--- config.mk ---
export PLATFORM = sky130hd
export DESIGN_NAME = ascii_two_operand_calculator_flat
export DESIGN_NICKNAME = d
export VERILOG_FILES = /design/src/design/calc_pkg.sv /design/src/design/calc_in_if.sv /design/src/design/calc_out_if.sv /design/src/design/calc_parser.sv /design/src/design/calc_divider.sv /design/src/design/ascii_two_operand_calculator.sv /design/src/flat_wrapper.sv
export VERILOG_INCLUDE_DIRS = /design/src /design/src/design
export SDC_FILE = /design/constraint.sdc
export NUM_CORES = 1
export LEC_CHECK = 0
export BUFFER_PORTS_ARGS = -buffer_cell sky130_fd_sc_hd__buf_2
export CORE_AREA = 4 4 220 201
export CTS_CLUSTER_DIAMETER = 50
export CTS_CLUSTER_SIZE = 20
export DETAILED_ROUTE_END_ITERATION = 12
export DIE_AREA = 0 0 224 205
export HOLD_SLACK_MARGIN = 0.02
export PLACE_DENSITY = 0.49
export SETUP_SLACK_MARGIN = 0.4
export SYNTH_ARGS = -nofsm -noshare
export SYNTH_HDL_FRONTEND = slang
export SYNTH_SLANG_ARGS = --single-unit
--- constraint.sdc ---
create_clock -name clk -period 10.56 [get_ports clk]
set_input_delay 0.528 -clock clk [delete_from_list [all_inputs] [get_ports clk]]
set_output_delay 0.528 -clock clk [all_outputs]
set_load 0.02 [all_outputs]
--- src/design/ascii_two_operand_calculator_defines.svh ---
// Assertion macros shared by the calculator RTL.
// Expects clk and rst_n in the scope of each use.
`ifndef ASCII_TWO_OPERAND_CALCULATOR_DEFINES_SVH
`define ASCII_TWO_OPERAND_CALCULATOR_DEFINES_SVH

// Same-cycle implication.
`define CALC_ASSERT_IMPLY(label, ante, cons, msg) \
    label: assert property (@(posedge clk) disable iff (!rst_n) (ante) |-> (cons)) \
        else $error(msg);

// Next-cycle implication.
`define CALC_ASSERT_NEXT(label, ante, cons, msg) \
    label: assert property (@(posedge clk) disable iff (!rst_n) (ante) |=> (cons)) \
        else $error(msg);

`endif

--- src/design/calc_pkg.sv ---
// Types and constants of the ASCII two-operand calculator.
// No dependencies; used by the parser, the divider, the calculator top level and the bench.
`default_nettype none

package calc_pkg;

    localparam int DATA_W = 32;
    localparam int DIV_CNT_W = $clog2(DATA_W);

    localparam logic [DATA_W-1:0] NO_DIGIT_VALUE = 32'hFFFF_FF9D;  // -99

    localparam logic [7:0] CHAR_ZERO  = 8'd48;
    localparam logic [7:0] CHAR_NINE  = 8'd57;
    localparam logic [7:0] CHAR_OP_LO = 8'd42;
    localparam logic [7:0] CHAR_OP_HI = 8'd47;
    localparam logic [7:0] OP_BIAS    = 8'd41;

    // Operator code is the character minus 41.
    typedef enum logic [2:0] {
        OP_NONE  = 3'd0,
        OP_MUL   = 3'd1,
        OP_ADD   = 3'd2,
        OP_COMMA = 3'd3,
        OP_SUB   = 3'd4,
        OP_DOT   = 3'd5,
        OP_DIV   = 3'd6
    } opcode_t;

    typedef enum logic [1:0] {
        ST_OK       = 2'd0,
        ST_DIV_ZERO = 2'd1,
        ST_BAD_OP   = 2'd2
    } status_t;

    typedef enum logic [1:0] {
        S_IDLE,
        S_CALC,
        S_DIVIDE,
        S_HOLD
    } seq_state_t;

    typedef struct packed {
        logic busy;
        logic done;
    } div_status_t;

endpackage

`default_nettype wire

--- src/design/calc_in_if.sv ---
// Character input channel: valid/ready plus one ASCII character.
// No dependencies.
`default_nettype none

interface calc_in_if;
    logic       valid;
    logic       ready;
    logic [7:0] char_code;
    logic       last_char;

    modport source (output valid, output char_code, output last_char, input ready);
    modport sink   (input valid, input char_code, input last_char, output ready);
endinterface

`default_nettype wire

--- src/design/calc_out_if.sv ---
// Result output channel: valid/ready plus signed result and status.
// No dependencies.
`default_nettype none

interface calc_out_if;
    logic              valid;
    logic              ready;
    logic signed [7:0] result;
    logic [1:0]        status;

    modport source (output valid, output result, output status, input ready);
    modport sink   (input valid, input result, input status, output ready);
endinterface

`default_nettype wire

--- src/design/calc_parser.sv ---
// Character front end: builds the two operands and the operator code.
// Depends on calc_pkg.
`default_nettype none

module calc_parser #(
    parameter int MAX_CHARS = 16
) (
    input  wire logic                         clk,
    input  wire logic                         rst_n,
    input  wire logic                         take,
    input  wire logic [7:0]                   char_code,
    input  wire logic                         clear,
    output logic      [calc_pkg::DATA_W-1:0]  first_operand,
    output logic      [calc_pkg::DATA_W-1:0]  second_operand,
    output calc_pkg::opcode_t                 op
);

    localparam int CNT_W = $clog2(MAX_CHARS + 1);

    logic                         after_op_reg, after_op_next;
    logic                         first_has_reg, first_has_next;
    logic                         second_has_reg, second_has_next;
    logic [calc_pkg::DATA_W-1:0]  first_reg, first_next;
    logic [calc_pkg::DATA_W-1:0]  second_reg, second_next;
    calc_pkg::opcode_t            op_reg, op_next;
    logic [CNT_W-1:0]             seen_reg, seen_next;

    logic                         is_digit;
    logic                         is_op;
    logic [3:0]                   digit;
    logic [calc_pkg::DATA_W-1:0]  acc_src;
    logic [calc_pkg::DATA_W-1:0]  acc_val;
    logic                         acc_has;

    always_comb
    begin
        is_digit = char_code inside {[calc_pkg::CHAR_ZERO:calc_pkg::CHAR_NINE]};
        is_op    = char_code inside {[calc_pkg::CHAR_OP_LO:calc_pkg::CHAR_OP_HI]};
        digit    = 4'(char_code - calc_pkg::CHAR_ZERO);
        acc_src  = after_op_reg ? second_reg : first_reg;
        acc_has  = after_op_reg ? second_has_reg : first_has_reg;
        // value*10 + digit, wrapping
        if (acc_has)
        begin
            acc_val = {acc_src[calc_pkg::DATA_W-4:0], 3'b000}
                    + {acc_src[calc_pkg::DATA_W-2:0], 1'b0}
                    + calc_pkg::DATA_W'(digit);
        end
        else
        begin
            acc_val = calc_pkg::DATA_W'(digit);
        end
    end

    always_comb
    begin
        after_op_next   = after_op_reg;
        first_has_next  = first_has_reg;
        second_has_next = second_has_reg;
        first_next      = first_reg;
        second_next     = second_reg;
        op_next         = op_reg;
        seen_next       = seen_reg;
        if (clear)
        begin
            after_op_next   = 1'b0;
            first_has_next  = 1'b0;
            second_has_next = 1'b0;
            first_next      = calc_pkg::NO_DIGIT_VALUE;
            second_next     = calc_pkg::NO_DIGIT_VALUE;
            op_next         = calc_pkg::OP_NONE;
            seen_next       = '0;
        end
        else if (take && (seen_reg < CNT_W'(MAX_CHARS)))
        begin
            seen_next = seen_reg + 1'b1;
            if (!after_op_reg)
            begin
                if (is_digit)
                begin
                    first_next     = acc_val;
                    first_has_next = 1'b1;
                end
                else if (is_op)
                begin
                    op_next       = calc_pkg::opcode_t'(3'(char_code - calc_pkg::OP_BIAS));
                    after_op_next = 1'b1;
                end
            end
            else if (is_digit)
            begin
                second_next     = acc_val;
                second_has_next = 1'b1;
            end
        end
    end

    always_ff @(posedge clk or negedge rst_n)
    begin
        if (!rst_n)
        begin
            after_op_reg   <= 1'b0;
            first_has_reg  <= 1'b0;
            second_has_reg <= 1'b0;
            first_reg      <= calc_pkg::NO_DIGIT_VALUE;
            second_reg     <= calc_pkg::NO_DIGIT_VALUE;
            op_reg         <= calc_pkg::OP_NONE;
            seen_reg       <= '0;
        end
        else
        begin
            after_op_reg   <= after_op_next;
            first_has_reg  <= first_has_next;
            second_has_reg <= second_has_next;
            first_reg      <= first_next;
            second_reg     <= second_next;
            op_reg         <= op_next;
            seen_reg       <= seen_next;
        end
    end

    assign first_operand  = first_reg;
    assign second_operand = second_reg;
    assign op             = op_reg;

endmodule

`default_nettype wire

--- src/design/calc_divider.sv ---
// Iterative signed divider: one shared subtractor, one quotient bit a cycle.
// Depends on calc_pkg.
`default_nettype none

module calc_divider (
    input  wire logic                         clk,
    input  wire logic                         rst_n,
    input  wire logic                         start,
    input  wire logic [calc_pkg::DATA_W-1:0]  dividend,
    input  wire logic [calc_pkg::DATA_W-1:0]  divisor,
    output calc_pkg::div_status_t             stat,
    output logic signed [7:0]                 quotient_low
);

    localparam int W = calc_pkg::DATA_W;

    logic                          busy_reg, busy_next;
    logic                          done_reg, done_next;
    logic [calc_pkg::DIV_CNT_W-1:0] cnt_reg, cnt_next;
    logic [W-1:0]                  rem_reg, rem_next;
    logic [W-1:0]                  quo_reg, quo_next;
    logic [W-1:0]                  dvs_reg, dvs_next;
    logic                          neg_reg, neg_next;

    logic [W:0]                    trial;

    // shared subtract unit
    assign trial = {rem_reg, quo_reg[W-1]} - {1'b0, dvs_reg};

    always_comb
    begin
        busy_next = busy_reg;
        done_next = 1'b0;
        cnt_next  = cnt_reg;
        rem_next  = rem_reg;
        quo_next  = quo_reg;
        dvs_next  = dvs_reg;
        neg_next  = neg_reg;
        if (start)
        begin
            busy_next = 1'b1;
            cnt_next  = '0;
            rem_next  = '0;
            quo_next  = dividend[W-1] ? (W'(0) - dividend) : dividend;
            dvs_next  = divisor[W-1] ? (W'(0) - divisor) : divisor;
            neg_next  = dividend[W-1] ^ divisor[W-1];
        end
        else if (busy_reg)
        begin
            if (trial[W])
            begin
                rem_next = {rem_reg[W-2:0], quo_reg[W-1]};
                quo_next = {quo_reg[W-2:0], 1'b0};
            end
            else
            begin
                rem_next = trial[W-1:0];
                quo_next = {quo_reg[W-2:0], 1'b1};
            end
            cnt_next = cnt_reg + 1'b1;
            if (cnt_reg == calc_pkg::DIV_CNT_W'(W - 1))
            begin
                busy_next = 1'b0;
                done_next = 1'b1;
            end
        end
    end

    always_ff @(posedge clk or negedge rst_n)
    begin
        if (!rst_n)
        begin
            busy_reg <= 1'b0;
            done_reg <= 1'b0;
            cnt_reg  <= '0;
        end
        else
        begin
            busy_reg <= busy_next;
            done_reg <= done_next;
            cnt_reg  <= cnt_next;
        end
    end

    always_ff @(posedge clk)
    begin
        rem_reg <= rem_next;
        quo_reg <= quo_next;
        dvs_reg <= dvs_next;
        neg_reg <= neg_next;
    end

    assign stat.busy    = busy_reg;
    assign stat.done    = done_reg;
    assign quotient_low = neg_reg ? (8'sd0 - $signed(quo_reg[7:0])) : $signed(quo_reg[7:0]);

endmodule

`default_nettype wire

--- src/design/ascii_two_operand_calculator.sv ---
// The last character moves the sequencer from idle to calc, which works out + - * and error
// cases and goes to hold; for division it starts the divider and waits in divide for done.
// Throughput: one character per cycle while idle; after the last character no character is
// taken until hold moves the result to the output register once that register is free.
// Output register holds the result until taken.
// Reset: asynchronous, active low; clears operands to -99, the operator and the sequencer.
`default_nettype none
`include "ascii_two_operand_calculator_defines.svh"

module ascii_two_operand_calculator #(
    parameter int MAX_CHARS = 16
) (
    input wire logic   clk,
    input wire logic   rst_n,
    calc_in_if.sink    chars,
    calc_out_if.source results
);

    calc_pkg::seq_state_t         state_reg, state_next;
    logic                         out_valid_reg, out_valid_next;
    logic signed [7:0]            result_reg, result_next;
    calc_pkg::status_t            status_reg, status_next;
    logic signed [7:0]            pend_result_reg, pend_result_next;
    calc_pkg::status_t            pend_status_reg, pend_status_next;

    logic                         take;
    logic                         clear;
    logic                         div_start;
    logic [calc_pkg::DATA_W-1:0]  first_operand;
    logic [calc_pkg::DATA_W-1:0]  second_operand;
    calc_pkg::opcode_t            op;
    calc_pkg::div_status_t        div_stat;
    logic signed [7:0]            quotient_low;
    logic [15:0]                  product;
    logic                         slot_free;

    assign take      = chars.valid && chars.ready;
    assign slot_free = !out_valid_reg || results.ready;
    assign product   = first_operand[7:0] * second_operand[7:0];

    calc_parser #(
        .MAX_CHARS(MAX_CHARS)
    ) u_parser (
        .clk            (clk),
        .rst_n          (rst_n),
        .take           (take),
        .char_code      (chars.char_code),
        .clear          (clear),
        .first_operand  (first_operand),
        .second_operand (second_operand),
        .op             (op)
    );

    calc_divider u_divider (
        .clk          (clk),
        .rst_n        (rst_n),
        .start        (div_start),
        .dividend     (first_operand),
        .divisor      (second_operand),
        .stat         (div_stat),
        .quotient_low (quotient_low)
    );

    always_ff @(posedge clk or negedge rst_n)
    begin
        if (!rst_n)
        begin
            state_reg     <= calc_pkg::S_IDLE;
            out_valid_reg <= 1'b0;
        end
        else
        begin
            state_reg     <= state_next;
            out_valid_reg <= out_valid_next;
        end
    end

    always_ff @(posedge clk)
    begin
        result_reg      <= result_next;
        status_reg      <= status_next;
        pend_result_reg <= pend_result_next;
        pend_status_reg <= pend_status_next;
    end

    always_comb
    begin
        state_next       = state_reg;
        pend_result_next = pend_result_reg;
        pend_status_next = pend_status_reg;
        result_next      = result_reg;
        status_next      = status_reg;
        out_valid_next   = out_valid_reg;
        clear            = 1'b0;
        div_start        = 1'b0;
        chars.ready      = 1'b0;

        if (results.valid && results.ready)
        begin
            out_valid_next = 1'b0;
        end

        case (state_reg)
            calc_pkg::S_IDLE:
            begin
                chars.ready = 1'b1;
                if (chars.valid && chars.last_char)
                begin
                    state_next = calc_pkg::S_CALC;
                end
            end
            calc_pkg::S_CALC:
            begin
                clear            = 1'b1;
                state_next       = calc_pkg::S_HOLD;
                pend_status_next = calc_pkg::ST_OK;
                pend_result_next = 8'sd0;
                case (op)
                    calc_pkg::OP_ADD:
                        pend_result_next = $signed(first_operand[7:0] + second_operand[7:0]);
                    calc_pkg::OP_SUB:
                        pend_result_next = $signed(first_operand[7:0] - second_operand[7:0]);
                    calc_pkg::OP_MUL:
                        pend_result_next = $signed(product[7:0]);
                    calc_pkg::OP_DIV:
                    begin
                        if (second_operand == '0)
                        begin
                            pend_status_next = calc_pkg::ST_DIV_ZERO;
                        end
                        else
                        begin
                            div_start  = 1'b1;
                            state_next = calc_pkg::S_DIVIDE;
                        end
                    end
                    default:
                        pend_status_next = calc_pkg::ST_BAD_OP;
                endcase
            end
            calc_pkg::S_DIVIDE:
            begin
                if (div_stat.done)
                begin
                    pend_result_next = quotient_low;
                    state_next       = calc_pkg::S_HOLD;
                end
            end
            calc_pkg::S_HOLD:
            begin
                if (slot_free)
                begin
                    result_next    = pend_result_reg;
                    status_next    = pend_status_reg;
                    out_valid_next = 1'b1;
                    state_next     = calc_pkg::S_IDLE;
                end
            end
            default:
                state_next = calc_pkg::S_IDLE;
        endcase
    end

    assign results.valid  = out_valid_reg;
    assign results.result = result_reg;
    assign results.status = status_reg;

    `CALC_ASSERT_IMPLY(a_no_take_while_dividing, chars.ready, !div_stat.busy, "input taken during division")
    `CALC_ASSERT_IMPLY(a_done_in_divide, div_stat.done, state_reg == calc_pkg::S_DIVIDE, "divider done outside divide state")
    `CALC_ASSERT_IMPLY(a_error_zero_result, results.valid && (results.status != calc_pkg::ST_OK), results.result == 8'sd0, "error result not zero")
    `CALC_ASSERT_NEXT(a_last_stalls_input, take && chars.last_char, !chars.ready, "input ready right after last character")

endmodule

`default_nettype wire

--- src/flat_wrapper.sv ---
// flat-port wrapper written by rule: the top's interface ports become plain ports
module ascii_two_operand_calculator_flat 
#(
    parameter int MAX_CHARS = 16
)
  (clk, rst_n, chars_valid, chars_char_code, chars_last_char, chars_ready, results_valid, results_result, results_status, results_ready);
  calc_in_if chars_i ();
  calc_out_if results_i ();
  input wire logic clk;
  input wire logic rst_n;
  input wire logic [$bits(chars_i.valid)-1:0] chars_valid;
  input wire logic [$bits(chars_i.char_code)-1:0] chars_char_code;
  input wire logic [$bits(chars_i.last_char)-1:0] chars_last_char;
  output wire logic [$bits(chars_i.ready)-1:0] chars_ready;
  output wire logic [$bits(results_i.valid)-1:0] results_valid;
  output wire logic [$bits(results_i.result)-1:0] results_result;
  output wire logic [$bits(results_i.status)-1:0] results_status;
  input wire logic [$bits(results_i.ready)-1:0] results_ready;
  assign chars_i.valid = chars_valid;
  assign chars_i.char_code = chars_char_code;
  assign chars_i.last_char = chars_last_char;
  assign chars_ready = chars_i.ready;
  assign results_valid = results_i.valid;
  assign results_result = results_i.result;
  assign results_status = results_i.status;
  assign results_i.ready = results_ready;
  ascii_two_operand_calculator #(.MAX_CHARS(MAX_CHARS)) u_core (.clk(clk), .rst_n(rst_n), .chars(chars_i), .results(results_i));
endmodule
==> results of run 1 <==
## per-layer routing
layer	wire length, um	track usage [%]	vias to the layer above
met1	19800	25.1	5136
li1	-	-	5591
met4	524	2.84	0
met5	0	0	-
met3	1420	2.15	32
met2	14100	22.1	170
## kinds of logic after synthesis
| kind of cell | after synthesis | synth area share, % |
|---|---|---|
| muxes | 46 | 3.44 |
| and+or+nand+nor | 437 | 14.1 |
| adders and majority gates | 143 | 13.2 |
| AOI/OAI and AO/OA | 417 | 18.5 |
| buffers and inverters | 169 | 4.55 |
| xor gates and xnor gates | 150 | 9.06 |
| DFF | 202 | 37.2 |
## cell usage in the layout, fill, tap and decap left out, types with 32 or more instances in the layout
cell type and count:
edfxtp_1 85, inv_1 87, nor2_1 124, nand2_1 168
xor2_1 72, dfstp_2 58, xnor2_1 78, o21ai_0 112
dfxtp_1 32, a21oi_1 114, ha_1 126
## what timing repair did
item | 4_1_cts | 5_1_grt
resized for setup | 0 | 0
hold endpoints to repair | 11 | 0
setup endpoints to repair | 0 | 0
hold buffers | 1 | 0
## final timing paths
path / slack (ns) / endpoint / startpoint
setup / recovery: 5.52 / u_core.u_parser.second_operand[30] / u_core.u_parser.after_op_reg
hold / removal: 0.26 / u_core.results.valid / results_ready
setup reg to reg: 5.52 / u_core.u_parser.second_operand[30] / u_core.u_parser.after_op_reg
hold reg to reg: 0.42 / u_core.results.result[1] / u_core.pend_result_reg[1]
max in group asynchronous: 9.00 / u_core.u_parser.after_op_reg / rst_n
min in group asynchronous: 0.37 / u_core.state_reg[1] / rst_n
## critical path, cell delays in order (launching register included)
cell	delay (ns)
dfrtp_1	0.85
buf_4	0.43
o21ai_0	0.22
fa_1	0.57
inv_1	0.07
fa_1	0.43
nor2b_1	0.22
o31a_1	0.23
o211ai_1	0.15
a31oi_1	0.51
a211o_1	0.24
nand2_1	0.10
o2111ai_1	0.21
o311ai_0	0.19
xnor2_1	0.18
a221o_1	0.33
## metrics by stage
stage	util, %	hold slack [ns]	setup slack (ns)	instances
3_5_place_dp	36.2	0.398	5.56	2069
5_1_grt	38.5	0.272	5.22	2122
6_report	38.5	0.258	5.52	2122
3_3_place_gp	36.2	0.399	5.69	2069
2_1_floorplan	-	0.232	6.33	1564
4_1_cts	38.5	0.225	5.52	2122
## final cells by class
type / instances / area share [%]
multi-input combinational: 1193 / 52.8
sequential: 202 / 33.7
tap: 547 / 4.27
timing repair buffer: 38 / 1.44
clock buffer: 36 / 4.82
inverter: 90 / 2.12
clock inverter: 16 / 0.921
==> results.py, run 1 <==
metrics = {
    "logic_synthesis": {
        "yosysUniqueCellTypes": 79,
        "ys_seq_area_share_pct": 37.2,
        "yosys_warnings": 0,
        "syn_nets": 1720,
        "synth_common_cells": "nand2_1 (168), ha_1 (127), nor2_1 (125)",
        "syn_area_um2": 14500,
        "ys_ff_latch": 202,
        "yosysTopAreaCell": "edfxtp_1",
        "synth.most_common_cell": "nand2_1",
        "synth_top_area_share_pct": 17.6,
        "synthTopCellsByArea": "edfxtp_1 (18%), ha_1 (11%), dfstp_2 (11%)",
        "ys.flop_type": "edfxtp_1",
        "synth.avg_cell_area_um2": 9.27,
        "async_reset_ff_share_pct": 42.1,
        "syn_inst": 1564,
        "synth_edf_count": 85,
    },
    "sta": {
        "rsz0062_at_grt": "no",
        "maxSlewViolCount": 0,
        "period_minus_slack_ns": 5.04,
        "tightest_slew_ns": 1.11,
        "max_slew_margin_pct": 25.7,
        "tns_ns": 0,
        "fin_skew_ns": 0.0226,
        "max_freq_mhz": 198,
        "finalHoldViolations": 0,
        "fin_crit_sh_pct": 47.7,
        "setup_viol": 0,
    },
    "clocking": {
        "clockBufferDepth": 3,
        "cts_post_setup_buffers_inserted": 0,
        "cts_tree": "yes",
        "cts.clk_slew.worst_paths_ns": 0.07,
        "cts_htree_levels": 1,
        "cts_buffers": 28,
        "worstSkewPairLatency_ns": 0.56,
        "cts_sinks": 202,
        "cts-root-buf": "clkbuf_16",
    },
    "placement": {
        "portBuffers": 24,
        "place_area_um2": 15100,
        "dp_hpwl_um": 26400,
        "place_congestion": 0.838,
    },
    "cells_and_area": {
        "syn_to_final_growth_pct": 10.6,
        "stdcell_area_um2": 16000,
        "drive_gt1_share_pct": 13.1,
        "nets": 1709,
        "multi_input_area_um2": 8460,
        "nFillCells": 4181,
        "regArea_um2": 5390,
        "diodes": 0,
    },
    "die": {
        "die_h_um": 205,
        "fp.dieArea_um2": 45900,
        "start_util_pct": 34.8,
        "ioPinCount": 25,
        "floorplan.core_area_um2": 41700,
        "die_x_um": 224,
        "placement_rows": 71,
    },
    "global_routing": {
        "track_usage_pct": 15.6,
        "first_global_vias": 10600,
        "grt_pass1_wl_um": 58900,
        "antenna_found_initial": 0,
        "grt_max_degree": 75,
        "globalRouteOverflowTotal": 0,
    },
    "worst_setup_path": {
        "crit_required_ns": 11.04,
        "cp_max_fo": 23,
        "arrival_ns": 5.52,
        "critPathCaptureType": "register",
        "start_kind": "register",
        "rr_worst_depth": 15,
        "crit_type": "reg -> reg",
    },
    "worst_hold_path": {
        "hold_depth": 3,
        "hold_class": "in -> reg",
    },
    "routing": {
        "vias": 10900,
        "ant_nets": 0,
        "vias_per_cell": 5.15,
        "wl_per_cell_um": 16.9,
        "totalWireLength_um": 35800,
        "drc": 0,
        "drtIter0Drc": 661,
        "firstDrtPassIters": 5,
    },
    "run": {
        "maxCapViolations": 0,
    },
    "run_status": {
        "status": "completed",
    },
}
Power of run 1 is left out: the tool's default activity adds up to more than one toggle a clock period on the data nets, which glitch-free logic cannot reach.
==> inputs of run 2 (changes only) <==
==> constraint.sdc (replaced) <==
create_clock -name clk -period 4.69 [get_ports clk]
set_input_delay 0.2345 -clock clk [delete_from_list [all_inputs] [get_ports clk]]
set_output_delay 0.2345 -clock clk [all_outputs]
set_load 0.02 [all_outputs]
==> run 2 against run 1 <==
Against the previous run: sequential cell count stayed put; non-clock buffer count is 34 higher; first-iteration DRC count is 9.4% lower; largest cell class unchanged.
==> results.py, run 2 (synthesis results as in run 1) <==
metrics = {
    "worst_setup_path": {
        "path_delay_family": "adder cells",
        "start_kind": "register",
        "arrival_ns": 4.33,
        "worst-path-buf-inv": 3,
        "critPathCaptureType": "register",
        "crit_required_ns": 4.96,
        "crit_type": "reg -> reg",
        "cp_cell_sequence": "nand2_1, fa_2, fa_1, inv_1, fa_1, inv_1, fa_1, inv_1, ha_4, a21oi_2, xnor2_1, xnor2_1, a221oi_2, a21oi_1",
        "max_stage_delay_ns": 0.61,
        "slowest_stage": "dfstp_2",
        "regToRegSetupSlack_ns": 0.63,
        "cp_max_fo": 7,
    },
    "placement": {
        "place_inst": 2083,
        "place_congestion": 0.866,
        "dp_hpwl_um": 26900,
        "portBuffers": 24,
    },
    "clocking": {
        "cts-root-buf": "clkbuf_16",
        "cts_tree": "yes",
        "cts_htree_levels": 1,
        "cts_buffers": 28,
        "worstSkewPairLatency_ns": 0.55,
        "cts.clk_slew.worst_paths_ns": 0.06,
        "clockBufferDepth": 3,
        "cts_sinks": 202,
    },
    "die": {
        "fp.dieArea_um2": 45900,
        "floorplan.core_area_um2": 41700,
        "die_h_um": 205,
        "start_util_pct": 34.8,
        "placement_rows": 71,
        "ioPinCount": 25,
        "die_x_um": 224,
    },
    "cells_and_area": {
        "nFillCells": 4155,
        "drive_gt1_share_pct": 15.5,
        "diodes": 0,
        "nets": 1743,
        "syn_to_final_growth_pct": 13.2,
        "final_common_cell": "nand2_1",
        "layout_common_cells": "nand2_1 (168), ha_1 (125), nor2_1 (124)",
        "stdcell_count": 2156,
    },
    "routing": {
        "firstDrtPassIters": 5,
        "vias": 11000,
        "wl_per_cell_um": 16.6,
        "drtIter0Drc": 599,
        "drc": 0,
        "ant_nets": 0,
        "totalWireLength_um": 35800,
        "vias_per_cell": 5.12,
    },
    "run": {
        "maxCapViolations": 0,
    },
    "global_routing": {
        "first_global_vias": 10800,
        "antenna_found_initial": 0,
        "grt_pass1_wl_um": 58500,
        "grtUsageMet3_pct": 1.85,
        "globalRouteOverflowTotal": 0,
        "grt_max_degree": 66,
        "track_usage_pct": 15.5,
        "grtUsageMet1_pct": 24.4,
        "use_met2_pct": 23.1,
        "grt_most_used_layer": "met1",
    },
    "sta": {
        "setup_viol": 0,
        "tightest_slew_ns": 0.804,
        "max_freq_mhz": 247,
        "maxSlewViolCount": 0,
        "finalHoldViolations": 0,
        "fin_crit_sh_pct": 86.5,
        "period_minus_slack_ns": 4.06,
        "fin_skew_ns": 0.0124,
        "tns_ns": 0,
        "max_slew_margin_pct": 46.2,
        "rsz0062_at_grt": "no",
    },
    "run_status": {
        "status": "completed",
    },
    "worst_hold_path": {
        "hold_class": "in -> reg",
    },
}
run 2: cell types whose count changed in the layout (fill, tap and decap cells not counted), sizes merged:
| cell | delta |
|---|---|
| clkinv | +4 |
| buf | +31 |
| clkinvlp | -3 |
| bufinv | +2 |
| clkbuf | -5 |
| dlygate4sd3 | +3 |
| inv | +2 |
run 2: stage by stage:
stage / utilization [%] / setup WS (ns) / hold slack (ns) / cell area (um2)
after detailed placement: 36.5 / 0.376 / 0.331 / 15200
after CTS: 39.0 / 0.428 / 0.0253 / 16300
after global routing: 39.4 / 0.400 / 0.0849 / 16400
final: 39.4 / 0.633 / 0.0453 / 16400
after floorplan: - / 0.463 / -0.0611 / 14500
after global placement: 36.5 / 0.448 / 0.329 / 15200
run 2: worst register-to-register path: cells and delay by family (launching register included):
kind | cells | cell delay, ns
flops | 1 | 0.61
buf+inv | 3 | 0.16
fa+ha+maj | 5 | 2.19
xor+xnor | 2 | 0.25
compound gates | 3 | 0.46
simple gates | 1 | 0.10
run 2: worst paths after layout:
check	from	end	cells after the start
max in group asynchronous	rst_n	u_core.u_parser.second_operand[2]	3
worst max-delay path	u_core.u_parser.second_operand[4]	u_core.pend_result_reg[7]	14
worst min register to register	u_core.pend_status_reg[1]	u_core.results.status[1]	0
worst max register to register	u_core.u_parser.second_operand[4]	u_core.pend_result_reg[7]	14
min in group asynchronous	rst_n	u_core.u_divider.cnt_reg[4]	2
worst min-delay path	chars_char_code[4]	u_core.u_parser.after_op_reg	4
run 2: final cells by class:
cell class,count,area (um2),share of cell area (%)
Clock buffer,31,743,4.53
Clock inverter,21,235,1.43
Inverter,90,340,2.07
Multi-Input combinational cell,1193,8500,51.8
Sequential cell,202,5390,32.9
Tap cell,547,684,4.17
Timing Repair Buffer,72,505,3.08
run 2: routing by layer:
layer  vias to the layer above  routed length, um
met5                         -                  0
met4                         0                538
met3                        41               1260
met2                       150              14900
met1                      5212              19100
li1                       5632                  -
run 2: repair_timing:
item                                    4_1_cts  5_1_grt
hold buffers                                  4        0
setup buffers                                 3       14
gates resized for setup                       1        7
pin swaps                                     0        4
endpoints found under the setup margin        3       28
hold endpoints to repair                     29        0
Power of run 2 is left out for the same reason.
==> inputs of run 3 (changes only) <==
--- a/config.mk
+++ b/config.mk
@@ -7,14 +7,15 @@
 export NUM_CORES = 1
 export LEC_CHECK = 0
 export BUFFER_PORTS_ARGS = -buffer_cell sky130_fd_sc_hd__buf_2
-export CORE_AREA = 4 4 220 201
+export CORE_AREA = 4 4 225 205
 export CTS_CLUSTER_DIAMETER = 50
 export CTS_CLUSTER_SIZE = 20
 export DETAILED_ROUTE_END_ITERATION = 12
-export DIE_AREA = 0 0 224 205
+export DIE_AREA = 0 0 229 209
 export HOLD_SLACK_MARGIN = 0.02
-export PLACE_DENSITY = 0.49
+export PLACE_DENSITY_LB_ADDON = 0.15
 export SETUP_SLACK_MARGIN = 0.4
 export SYNTH_ARGS = -nofsm -noshare
 export SYNTH_HDL_FRONTEND = slang
+export SYNTH_HIERARCHICAL = 1
 export SYNTH_SLANG_ARGS = --single-unit
==> run 3 against run 2 <==
Against the previous run: routed wire length rose by 7.8%; global-route usage is 0.35 points higher; final cell count is 3.7% higher; critical path type unchanged.
==> results.py, run 3 <==
metrics = {
    "worst_setup_path": {
        "max_stage_delay_ns": 0.58,
        "cp_max_fo": 11,
        "crit_required_ns": 4.97,
        "critPathCaptureType": "register",
        "crit_type": "reg -> reg",
        "start_kind": "register",
        "slowest_stage": "dfstp_2",
        "arrival_ns": 4.41,
        "rr_worst_depth": 15,
        "cp_cell_sequence": "buf_4, nand2_1, fa_1, inv_1, ha_1, fa_1, inv_1, fa_1, inv_1, ha_1, a21oi_2, xnor2_1, xnor2_1, a221oi_2, a21oi_1",
    },
    "clocking": {
        "cts_sinks": 202,
        "cts_htree_levels": 1,
        "cts_buffers": 28,
        "cts_tree": "yes",
        "cts-root-buf": "clkbuf_16",
        "clockBufferDepth": 3,
        "worstSkewPairLatency_ns": 0.57,
        "cts.clk_slew.worst_paths_ns": 0.07,
    },
    "run": {
        "maxCapViolations": 0,
    },
    "die": {
        "die_h_um": 209,
        "fp.dieArea_um2": 47900,
        "die_x_um": 229,
        "ioPinCount": 25,
        "placement_rows": 73,
        "floorplan.core_area_um2": 43800,
        "start_util_pct": 34.7,
    },
    "placement": {
        "dp_hpwl_um": 29200,
        "place_congestion": 0.830,
        "place_area_um2": 15900,
        "portBuffers": 24,
    },
    "sta": {
        "max_freq_mhz": 243,
        "maxSlewViolCount": 0,
        "max_slew_margin_pct": 44.2,
        "fin_crit_sh_pct": 87.9,
        "tns_ns": 0,
        "rsz0062_at_grt": "yes",
        "period_minus_slack_ns": 4.12,
        "setup_viol": 0,
        "finalHoldViolations": 0,
        "fin_skew_ns": 0.0267,
        "tightest_slew_ns": 0.837,
    },
    "logic_synthesis": {
        "syn_area_um2": 15200,
        "syn_inst": 1645,
        "synth.avg_cell_area_um2": 9.25,
        "yosys_warnings": 6,
        "syn_nets": 1802,
    },
    "routing": {
        "ant_nets": 0,
        "wl_per_cell_um": 17.3,
        "firstDrtPassIters": 5,
        "drtIter0Drc": 709,
        "vias": 11900,
        "totalWireLength_um": 38600,
        "drc": 0,
        "vias_per_cell": 5.31,
    },
    "global_routing": {
        "first_global_vias": 11500,
        "grt_pass1_wl_um": 63300,
        "track_usage_pct": 15.9,
        "globalRouteOverflowTotal": 0,
        "antenna_found_initial": 0,
        "grt_max_degree": 85,
    },
    "cells_and_area": {
        "diodes": 0,
        "nFillCells": 4442,
        "layout_common_cells": "nand2_1 (148), nor2_1 (145), a21oi_1 (127), ha_1 (127), inv_1 (97)",
        "final_common_cell": "nand2_1",
        "syn_to_final_growth_pct": 11.7,
        "drive_gt1_share_pct": 13.6,
        "stdcell_area_um2": 17000,
        "nets": 1808,
    },
    "power_and_ir_drop": {
        "p_leak_nw": 7.18,
        "vdd_drop_max_mv": 0.274,
        "p_per_area_nw_per_um2": 566,
    },
    "worst_hold_path": {
        "hold_depth": 4,
        "hold_class": "in -> reg",
    },
    "run_status": {
        "status": "completed",
    },
}
-- run 3: metrics by stage --
step	util (%)	power, mW	worst slack, ns	std cells	hold WS, ns
detailed placement	36.3	7.36	0.392	2176	0.354
global route	38.8	10.4	0.348	2235	0.0851
CTS	38.7	9.69	0.410	2231	0.0428
global placement	36.3	7.32	0.423	2176	0.354
floorplan	-	6.28	0.514	1645	-0.0611
finish	38.8	9.61	0.566	2235	0.0777
-- run 3: metal layers --
| layer | global-route usage, % | vias up | wire length [um] |
|---|---|---|---|
| li1 | - | 5968 | - |
| met1 | 24.7 | 5655 | 20300 |
| met2 | 23.5 | 191 | 16200 |
| met3 | 1.88 | 47 | 1390 |
| met4 | 3.27 | 0 | 779 |
| met5 | 0 | - | 0 |
-- run 3: timing repair --
action,CTS,global route
setup endpoints to repair,6,8
resized for setup,2,5
hold buffers,3,0
setup buffers,0,4
pin swaps,0,0
endpoints found under the hold margin,30,0
-- run 3: worst max-delay path: cells and delay by family, from the launching register on --
family	cells	cell delay (ns)
adder cells (fa/ha/maj)	5	2.15
flip-flops	1	0.58
AO/OA/AOI/OAI	3	0.43
buffers and inverters	4	0.34
XOR/XNOR	2	0.26
AND/OR/NAND/NOR	1	0.08
-- run 3: path summary, 6_finish.rpt --
check	slack (ns)	start	end
max in group asynchronous	3.41	rst_n	u_core/u_parser/first_operand[3]
worst max-delay path	0.57	u_core/u_parser/second_operand[2]	u_core/pend_result_reg[7]
worst min-delay path	0.08	chars_char_code[4]	u_core/u_parser/after_op_reg
min in group asynchronous	0.29	rst_n	u_core/results.valid
worst max register to register	0.57	u_core/u_parser/second_operand[2]	u_core/pend_result_reg[7]
worst min register to register	0.42	u_core/pend_result_reg[3]	u_core/results.result[3]
-- run 3: layout make-up --
| class | count | area (um2) | area share (%) |
|---|---|---|---|
| multi-input combinational | 1267 | 9140 | 53.7 |
| sequential | 202 | 5400 | 31.7 |
| clock buffer | 30 | 729 | 4.29 |
| tap | 562 | 703 | 4.14 |
| timing repair buffer | 55 | 387 | 2.27 |
| inverter | 97 | 364 | 2.14 |
| clock inverter | 22 | 284 | 1.67 |
-- run 3: report_power, final --
group	switching (mW)	internal, mW
logic	2.61	1.87
registers	0.373	2.50
clock network	0.959	1.30
Power figures use the tool's default switching activity.
